<file path="src/design/sc2a_pkg.sv">
// Shared types, constants and key tables for the scan code to ASCII FIFO.
// Set 1 scan codes, US layout. No dependencies.
package sc2a_pkg;

  // FIFO geometry
  localparam int unsigned FIFO_DEPTH = 256;
  localparam int unsigned PTR_W      = $clog2(FIFO_DEPTH);
  localparam logic [PTR_W-1:0] PTR_LAST = PTR_W'(FIFO_DEPTH - 1);

  // Request kinds on the input tuser bit
  localparam logic CMD_SCAN = 1'b0;
  localparam logic CMD_READ = 1'b1;

  // Modifier scan codes (make codes, bit 7 clear)
  localparam logic [6:0] SC_LSHIFT = 7'h2A;
  localparam logic [6:0] SC_RSHIFT = 7'h36;
  localparam logic [6:0] SC_LCTRL  = 7'h1D;
  localparam logic [6:0] SC_LALT   = 7'h38;
  localparam logic [6:0] SC_CAPS   = 7'h3A;

  typedef struct packed {
    logic shift;
    logic ctrl;
    logic alt;
    logic caps;
  } flags_t;

  // Per-request status carried down the pipeline
  typedef struct packed {
    logic   read_valid;
    logic   dropped;
    logic   has_input;
    flags_t flags;
  } res_t;

  // Key table: returns {shifted, plain}; zero means no character
  function automatic logic [15:0] key_chars(input logic [6:0] code);
    logic [15:0] r;
    case (code)
      7'h01: r = {8'd27, 8'd27};
      7'h02: r = {"!", "1"};  7'h03: r = {"@", "2"};  7'h04: r = {"#", "3"};
      7'h05: r = {"$", "4"};  7'h06: r = {"%", "5"};  7'h07: r = {"^", "6"};
      7'h08: r = {"&", "7"};  7'h09: r = {"*", "8"};  7'h0A: r = {"(", "9"};
      7'h0B: r = {")", "0"};  7'h0C: r = {"_", "-"};  7'h0D: r = {"+", "="};
      7'h0E: r = {8'd8, 8'd8};
      7'h0F: r = {8'd9, 8'd9};
      7'h10: r = {"Q", "q"};  7'h11: r = {"W", "w"};  7'h12: r = {"E", "e"};
      7'h13: r = {"R", "r"};  7'h14: r = {"T", "t"};  7'h15: r = {"Y", "y"};
      7'h16: r = {"U", "u"};  7'h17: r = {"I", "i"};  7'h18: r = {"O", "o"};
      7'h19: r = {"P", "p"};  7'h1A: r = {"{", "["};  7'h1B: r = {"}", "]"};
      7'h1C: r = {8'd10, 8'd10};
      7'h1E: r = {"A", "a"};  7'h1F: r = {"S", "s"};  7'h20: r = {"D", "d"};
      7'h21: r = {"F", "f"};  7'h22: r = {"G", "g"};  7'h23: r = {"H", "h"};
      7'h24: r = {"J", "j"};  7'h25: r = {"K", "k"};  7'h26: r = {"L", "l"};
      7'h27: r = {":", ";"};
      7'h28: r = {8'h22, 8'h27};
      7'h29: r = {8'h7E, 8'h60};
      7'h2B: r = {8'h7C, 8'h5C};
      7'h2C: r = {"Z", "z"};  7'h2D: r = {"X", "x"};  7'h2E: r = {"C", "c"};
      7'h2F: r = {"V", "v"};  7'h30: r = {"B", "b"};  7'h31: r = {"N", "n"};
      7'h32: r = {"M", "m"};  7'h33: r = {"<", ","};  7'h34: r = {">", "."};
      7'h35: r = {"?", "/"};  7'h37: r = {"*", "*"};  7'h39: r = {" ", " "};
      7'h47: r = {"7", "7"};  7'h48: r = {"8", "8"};  7'h49: r = {"9", "9"};
      7'h4A: r = {"-", "-"};  7'h4B: r = {"4", "4"};  7'h4C: r = {"5", "5"};
      7'h4D: r = {"6", "6"};  7'h4E: r = {"+", "+"};  7'h4F: r = {"1", "1"};
      7'h50: r = {"2", "2"};  7'h51: r = {"3", "3"};  7'h52: r = {"0", "0"};
      7'h53: r = {".", "."};
      default: r = '0;
    endcase
    return r;
  endfunction

endpackage

</file>
<file path="src/design/sc2a_keymap.sv">
// Scan code decoder: modifier tracking and translation to ASCII.
// Depends on sc2a_pkg for the key table and flag type.
module sc2a_keymap (
  input  logic [7:0]      scan_code_i,
  input  sc2a_pkg::flags_t flags_i,
  output sc2a_pkg::flags_t flags_o,
  output logic [7:0]      char_o,
  output logic            char_vld_o
);
  import sc2a_pkg::*;

  logic [6:0]  code;
  logic        release_key;
  logic [15:0] chars;
  logic        is_letter;
  logic        take_shifted;

  assign code        = scan_code_i[6:0];
  assign release_key = scan_code_i[7];
  assign chars       = key_chars(code);
  assign is_letter   = (chars[7:0] >= "a") && (chars[7:0] <= "z");

  // Caps lock inverts the shift choice for letters only
  assign take_shifted = flags_i.shift ^ (flags_i.caps && is_letter);

  always_comb begin
    flags_o    = flags_i;
    char_o     = '0;
    char_vld_o = 1'b0;
    if (release_key) begin
      // Release: drop the matching modifier, ignore everything else
      if (code == SC_LSHIFT || code == SC_RSHIFT) flags_o.shift = 1'b0;
      if (code == SC_LCTRL) flags_o.ctrl = 1'b0;
      if (code == SC_LALT)  flags_o.alt  = 1'b0;
    end else if (code == SC_LSHIFT || code == SC_RSHIFT) begin
      flags_o.shift = 1'b1;
    end else if (code == SC_LCTRL) begin
      flags_o.ctrl = 1'b1;
    end else if (code == SC_LALT) begin
      flags_o.alt = 1'b1;
    end else if (code == SC_CAPS) begin
      flags_o.caps = ~flags_i.caps;
    end else begin
      // Plain key: look up character, zero means unmapped
      char_o     = take_shifted ? chars[15:8] : chars[7:0];
      char_vld_o = (char_o != 8'd0);
    end
  end

endmodule

</file>
<file path="src/design/scan_code_to_ascii_fifo_top.sv">
// Top level: scan code to ASCII translator with a character FIFO.
// A result passes stage A (request status, memory read), then the stage B output register,
// before it goes valid on the master side. Throughput: one request per cycle while the
// output is not stalled; the FIFO memory takes one write or one read per cycle.
// Reset clears the modifier flags, caps latch, FIFO pointers and pipeline valids at once;
// the character memory is not cleared and needs no clearing pass.
// Depends on sc2a_pkg and sc2a_keymap.
module scan_code_to_ascii_fifo_top (
  input  logic        clk_i,
  input  logic        rst_ni,
  input  logic        s_axis_tvalid,
  output logic        s_axis_tready,
  input  logic [7:0]  s_axis_tdata,   // [7:0] scan_code
  input  logic        s_axis_tuser,   // [0] command
  output logic        m_axis_tvalid,
  input  logic        m_axis_tready,
  // [7:0] read_char, [8] char_dropped, [9] has_input, [10] shift_held,
  // [11] ctrl_held, [12] alt_held, [13] caps_on, [15:14] zero
  output logic [15:0] m_axis_tdata,
  output logic        m_axis_tuser    // [0] read_valid
);
  import sc2a_pkg::*;

  // Pointers and flags
  logic [PTR_W-1:0] wr_ptr_q, wr_ptr_d, rd_ptr_q, rd_ptr_d;
  logic [PTR_W-1:0] wr_ptr_inc, rd_ptr_inc;
  flags_t           flags_q, flags_d, key_flags;
  logic [7:0]       key_char;
  logic             key_vld;

  // Request handling
  logic acc, is_read, not_empty, full, push, wr_en, rd_en, drop;

  // Memory and pipeline
  logic [7:0]  char_mem [FIFO_DEPTH];
  logic [7:0]  rd_data_q;
  logic        valid_a_q, valid_b_q;
  res_t        res_a_q, res_a_d;
  logic        a_adv;
  logic [15:0] data_b_q;
  logic        user_b_q;
  logic [7:0]  char_a;

  sc2a_keymap u_keymap (
    .scan_code_i (s_axis_tdata),
    .flags_i     (flags_q),
    .flags_o     (key_flags),
    .char_o      (key_char),
    .char_vld_o  (key_vld)
  );

  // Handshake: stage A moves on when the output register is free or taken
  assign a_adv         = !valid_b_q || m_axis_tready;
  assign s_axis_tready = !valid_a_q || a_adv;
  assign acc           = s_axis_tvalid && s_axis_tready;
  assign is_read       = (s_axis_tuser == CMD_READ);

  // FIFO status, one slot kept free
  assign wr_ptr_inc = (wr_ptr_q == PTR_LAST) ? '0 : wr_ptr_q + 1'b1;
  assign rd_ptr_inc = (rd_ptr_q == PTR_LAST) ? '0 : rd_ptr_q + 1'b1;
  assign not_empty  = (rd_ptr_q != wr_ptr_q);
  assign full       = (wr_ptr_inc == rd_ptr_q);

  assign push  = acc && !is_read && key_vld;
  assign wr_en = push && !full;
  assign drop  = push && full;
  assign rd_en = acc && is_read && not_empty;

  assign wr_ptr_d = wr_en ? wr_ptr_inc : wr_ptr_q;
  assign rd_ptr_d = rd_en ? rd_ptr_inc : rd_ptr_q;
  assign flags_d  = (acc && !is_read) ? key_flags : flags_q;

  // Status of the request after its update
  always_comb begin
    res_a_d.read_valid = rd_en;
    res_a_d.dropped    = drop;
    res_a_d.has_input  = (wr_ptr_d != rd_ptr_d);
    res_a_d.flags      = flags_d;
  end

  // Advance pointers and flags
  always_ff @(posedge clk_i or negedge rst_ni) begin
    if (!rst_ni) begin
      wr_ptr_q <= '0;
      rd_ptr_q <= '0;
      flags_q  <= '0;
    end else begin
      wr_ptr_q <= wr_ptr_d;
      rd_ptr_q <= rd_ptr_d;
      flags_q  <= flags_d;
    end
  end

  // Character memory: write on push, registered read on pop
  always_ff @(posedge clk_i) begin
    if (wr_en) begin
      char_mem[wr_ptr_q] <= key_char;
    end
    if (rd_en) begin
      rd_data_q <= char_mem[rd_ptr_q];
    end
  end

  // Stage A: hold request status while the memory read completes
  always_ff @(posedge clk_i or negedge rst_ni) begin
    if (!rst_ni) begin
      valid_a_q <= 1'b0;
    end else if (s_axis_tready) begin
      valid_a_q <= acc;
    end
  end

  always_ff @(posedge clk_i) begin
    if (acc) begin
      res_a_q <= res_a_d;
    end
  end

  assign char_a = res_a_q.read_valid ? rd_data_q : 8'd0;

  // Stage B: output register
  always_ff @(posedge clk_i or negedge rst_ni) begin
    if (!rst_ni) begin
      valid_b_q <= 1'b0;
    end else if (a_adv) begin
      valid_b_q <= valid_a_q;
    end
  end

  always_ff @(posedge clk_i) begin
    if (a_adv && valid_a_q) begin
      data_b_q <= {2'b00, res_a_q.flags.caps, res_a_q.flags.alt, res_a_q.flags.ctrl,
                   res_a_q.flags.shift, res_a_q.has_input, res_a_q.dropped, char_a};
      user_b_q <= res_a_q.read_valid;
    end
  end

  assign m_axis_tvalid = valid_b_q;
  assign m_axis_tdata  = data_b_q;
  assign m_axis_tuser  = user_b_q;

`ifndef SYNTHESIS
  // Stalled stage A keeps its read data
  a_hold_read: assert property (@(posedge clk_i) disable iff (!rst_ni)
    (valid_a_q && res_a_q.read_valid && !a_adv) |=> (valid_a_q && $stable(rd_data_q)))
    else $error("stage A lost its read data while stalled");

  // A pop advances the read pointer by exactly one slot
  a_pop_step: assert property (@(posedge clk_i) disable iff (!rst_ni)
    rd_en |=> (rd_ptr_q == $past(rd_ptr_inc)))
    else $error("read pointer did not advance on pop");

  // A free output register never blocks the input
  a_ready_free: assert property (@(posedge clk_i) disable iff (!rst_ni)
    !valid_b_q |-> s_axis_tready)
    else $error("input stalled with empty output register");

  // A read never reports a dropped character
  a_read_nodrop: assert property (@(posedge clk_i) disable iff (!rst_ni)
    (valid_a_q && res_a_q.read_valid) |-> !res_a_q.dropped)
    else $error("read result flagged as dropped");
`endif

endmodule

</file>
<file path="config.mk">
export PLATFORM = sky130hd
export DESIGN_NAME = scan_code_to_ascii_fifo_top
export DESIGN_NICKNAME = d
export VERILOG_FILES = /design/src/design/sc2a_pkg.sv /design/src/design/sc2a_keymap.sv /design/src/design/scan_code_to_ascii_fifo_top.sv
export SDC_FILE = /design/constraint.sdc
export NUM_CORES = 2
export LEC_CHECK = 0
export ABC_AREA = 1
export BUFFER_PORTS_ARGS = -buffer_cell sky130_fd_sc_hd__buf_2
export CAP_MARGIN = 20
export CORE_ASPECT_RATIO = 1.5
export CORE_MARGIN = 10
export CORE_UTILIZATION = 35
export DETAILED_ROUTE_END_ITERATION = 10
export PLACE_DENSITY_LB_ADDON = 0.08
export SETUP_SLACK_MARGIN = 0.02
export SYNTH_ARGS = -nofsm -noshare
export SYNTH_HDL_FRONTEND = slang
export SYNTH_HIERARCHICAL = 1
export SYNTH_SLANG_ARGS = --single-unit
</file>
<file path="constraint.sdc">
create_clock -name clk_i -period 20 [get_ports clk_i]
set_input_delay 3 -clock clk_i [delete_from_list [all_inputs] [get_ports clk_i]]
set_output_delay 3 -clock clk_i [all_outputs]
set_load 0.03 [all_outputs]
</file>
==> impl_metrics.yaml <==
status:
  outcome: "finished clean"
logic_synthesis:
  synthTopCellsByArea: "edfxtp_1 73%, o21ai_0 6.2%, nor2_1 6.0%"
  syn_inst: 6732
  ys_seq_area_share_pct: 74.0
  synth_cell_types: 47
  postSynthAreaPerCell_um2: 12.6
  synth_area_leader_cell: "edfxtp_1"
  synth.most_common_cell: "edfxtp_1"
  synth_warnings: 6
  synth_edf_count: 2078
  synth.top_cell.area_share_pct: 73.4
  ys.flop_type: "edfxtp_1"
  netlist_area_mm2: 0.0850
  async_reset_ff_share_pct: 1.05
  synth_common_cells: "2078 x edfxtp_1, 1351 x nor2_1, 1049 x o21ai_0, 515 x nand2_1, 383 x clkbuf_1"
  synth-seq-cells: 2100
clocking:
  cts_hold_buffers: 0
  cts_tree: "built"
  cts_inserted_buffers: 208
  clk_path_buf_depth: 4
  clk_pin_slew_ns: 0.07
  cts_sinks: 2100
  root_buffer: "clkbuf_16"
  cts_resized: 0
  postCtsSetupRepairBufs: 0
  clock_latency_ns: 0.88
  htree_num_levels: 4
routing:
  wl_per_cell_um: 29.3
  drc: 0
  drt_pass1_iterations: 5
  ant_nets: 0
  drt_iter0_drc: 5020
  viasPerCell: 5.52
  routed_wl_mm: 293
  via_count: 55100
critical_path:
  r2r_end: "rd_data_q[2]"
  slowest_delay_ns: 0.98
  worstSetupStartpoint: "s_axis_tdata[3]"
  worstPathArrival_ns: 8.69
  required_ns: 20.47
  crit_type: "in2reg"
  critPathMaxFanout: 36
  endpoint: "char_mem[94][4]"
  slowest_stage: "nor2_1"
  critPathCaptureType: "register"
  path_depth: 25
  reg2reg_setup_slack_ns: 13.84
  r2r-start: "rd_ptr_q[1]"
  path_buf_inv: 5
  reg2reg_depth: 13
  crit_path_start_kind: "input port"
  crit_family: "simple AND/OR/NAND/NOR gates"
global_routing:
  grt_max_degree: 257
  grt-ovfl-total: 0
  antenna_found_initial: 8
  track_usage_pct: 21.5
  grt_pass1_wl_mm: 417
  first_global_vias: 56300
place:
  portBuffers: 29
  place.detailed.hpwl_mm: 175
  dp.cells: 9604
  gp_congestion: 0.878
floorplanning:
  dieArea_mm2: 0.264
  die_x_um: 422
  core-area_mm2: 0.242
  ioPinCount: 32
  num_rows: 221
  die_h_um: 624
  initial_core_util_pct: 35.2
power:
  vdd_drop_max_uv: 71.1
  combPwrFrac_pct: 31.7
  swShare_pct: 37.9
  power_frac_clock_pct: 29.9
  p_leak_nw: 30.2
  p_switching_mw: 5.02
  intPower_mw: 8.20
  p_per_area_mw_per_mm2: 139
  seq_power_share_pct: 38.4
layout:
  fin_nets: 6612
  syn_to_final_growth_pct: 11.6
  layout.cells.non_filler: 9972
  drive_gt1_share_pct: 7.49
sta:
  slew-limit-headroom_pct: 19.0
  hold_viol: 0
  maxSlewViolCount: 0
  fin_setup_tns_ns: 0
  tightestPinTransition_ns: 1.20
  setup_viol: 0
  fin_skew_ns: 0.0615
  max_freq_mhz: 122
  rsz0062_at_grt: "no"
  period_needed_ns: 8.22
  fin_crit_sh_pct: 41.1
run:
  maxCapViolCount: 0
hold_path:
  hold_class: "reg2reg"
-- sequential cells by signal, summed over array words and instances (netlist names) --
signal         cells
m_axis_tuser       1
m_axis_tdata      14
rd_ptr_q           8
valid_a_q          1
wr_ptr_q           8
rd_data_q          8
m_axis_tvalid      1
flags_q            4
res_a_q            7
char_mem        2048
-- area by class of cell --
type	count	area (um2)
sequential	2100	63000
inverter	82	338
multi-input combinational	4056	19900
fill	23100	147000
clock inverter	120	1200
timing repair buffer	134	1060
clock buffer	246	5430
antenna	1	2.50
tap	3233	4050
-- layer usage --
metal / global-route usage (%) / vias up / wire, um
met4: 8.52 / 4 / 12700
met5: 0 / - / 21
met1: 26.1 / 28300 / 117000
met3: 2.49 / 495 / 12500
li1: - / 24700 / -
met2: 38.6 / 1616 / 151000
-- power by group through the flow --
stage          clock (mW)  combinational (mW)  sequential (mW)
3_5_place_dp            0                4.21             5.18
3_3_place_gp            0                4.25             5.18
6_report             3.95                4.19             5.08
4_1_cts              4.03                4.22             5.08
5_1_grt              4.19                4.51             5.08
2_1_floorplan           0                2.44             5.14
-- kinds of logic (layout without fill, tap and decap cells) --
kind of cell             after synthesis  count (layout)  share of synthesized area (%)
AND/OR/NAND/NOR                     2289            2289                           11.1
flip-flops                          2100            2100                           74.0
AO/OA/AOI/OAI                       1733            1733                           11.7
buffers and inverters                577             582                           2.77
adder cells (fa/ha/maj)               17              17                          0.250
XOR/XNOR                              12              12                          0.124
other                                  2               4                        0.00883
multiplexers                           2               2                         0.0235
-- through the flow --
step                util, %  hold slack (ns)  total power [mW]  area (um2)  setup slack, ns
global placement       36.5            0.404              9.42       88200            10.67
global route           39.3            0.421              13.8       94900            11.35
CTS                    39.3            0.418              13.3       94900            11.71
detailed placement     36.5            0.408              9.39       88300            10.81
floorplan                 -            0.400              7.59       85100             6.93
finish                 39.3            0.416              13.2       94900            11.78
-- worst min-delay path by stage --
stage	from	to	slack, ns	depth (start not counted)
after floorplan	res_a_q[3]	m_axis_tdata[10]	0.40	0
after global placement	res_a_q[1]	m_axis_tdata[12]	0.40	0
after detailed placement	res_a_q[1]	m_axis_tdata[12]	0.41	0
after CTS	res_a_q[2]	m_axis_tdata[11]	0.42	0
after global routing	res_a_q[2]	m_axis_tdata[11]	0.42	0
final	res_a_q[2]	m_axis_tdata[11]	0.42	0
-- cells in the final DEF, fill, tap and decap left out, drive strengths merged, types with 3 or more instances in the layout --
cell type / count
nand2: 524
ha: 17
buf: 134
nand4: 45
clkinvlp: 11
clkbuf: 246
xor2: 11
edfxtp: 2078
a21oi: 107
o22ai: 307
nand3: 332
conb: 3
nand3b: 8
clkinv: 83
nor2: 1367
o21ai: 1055
inv: 84
dfrtp: 22
bufinv: 24
nor3: 8
o221ai: 187
o211ai: 71
No activity file was read; power rests on OpenSTA's default activity.
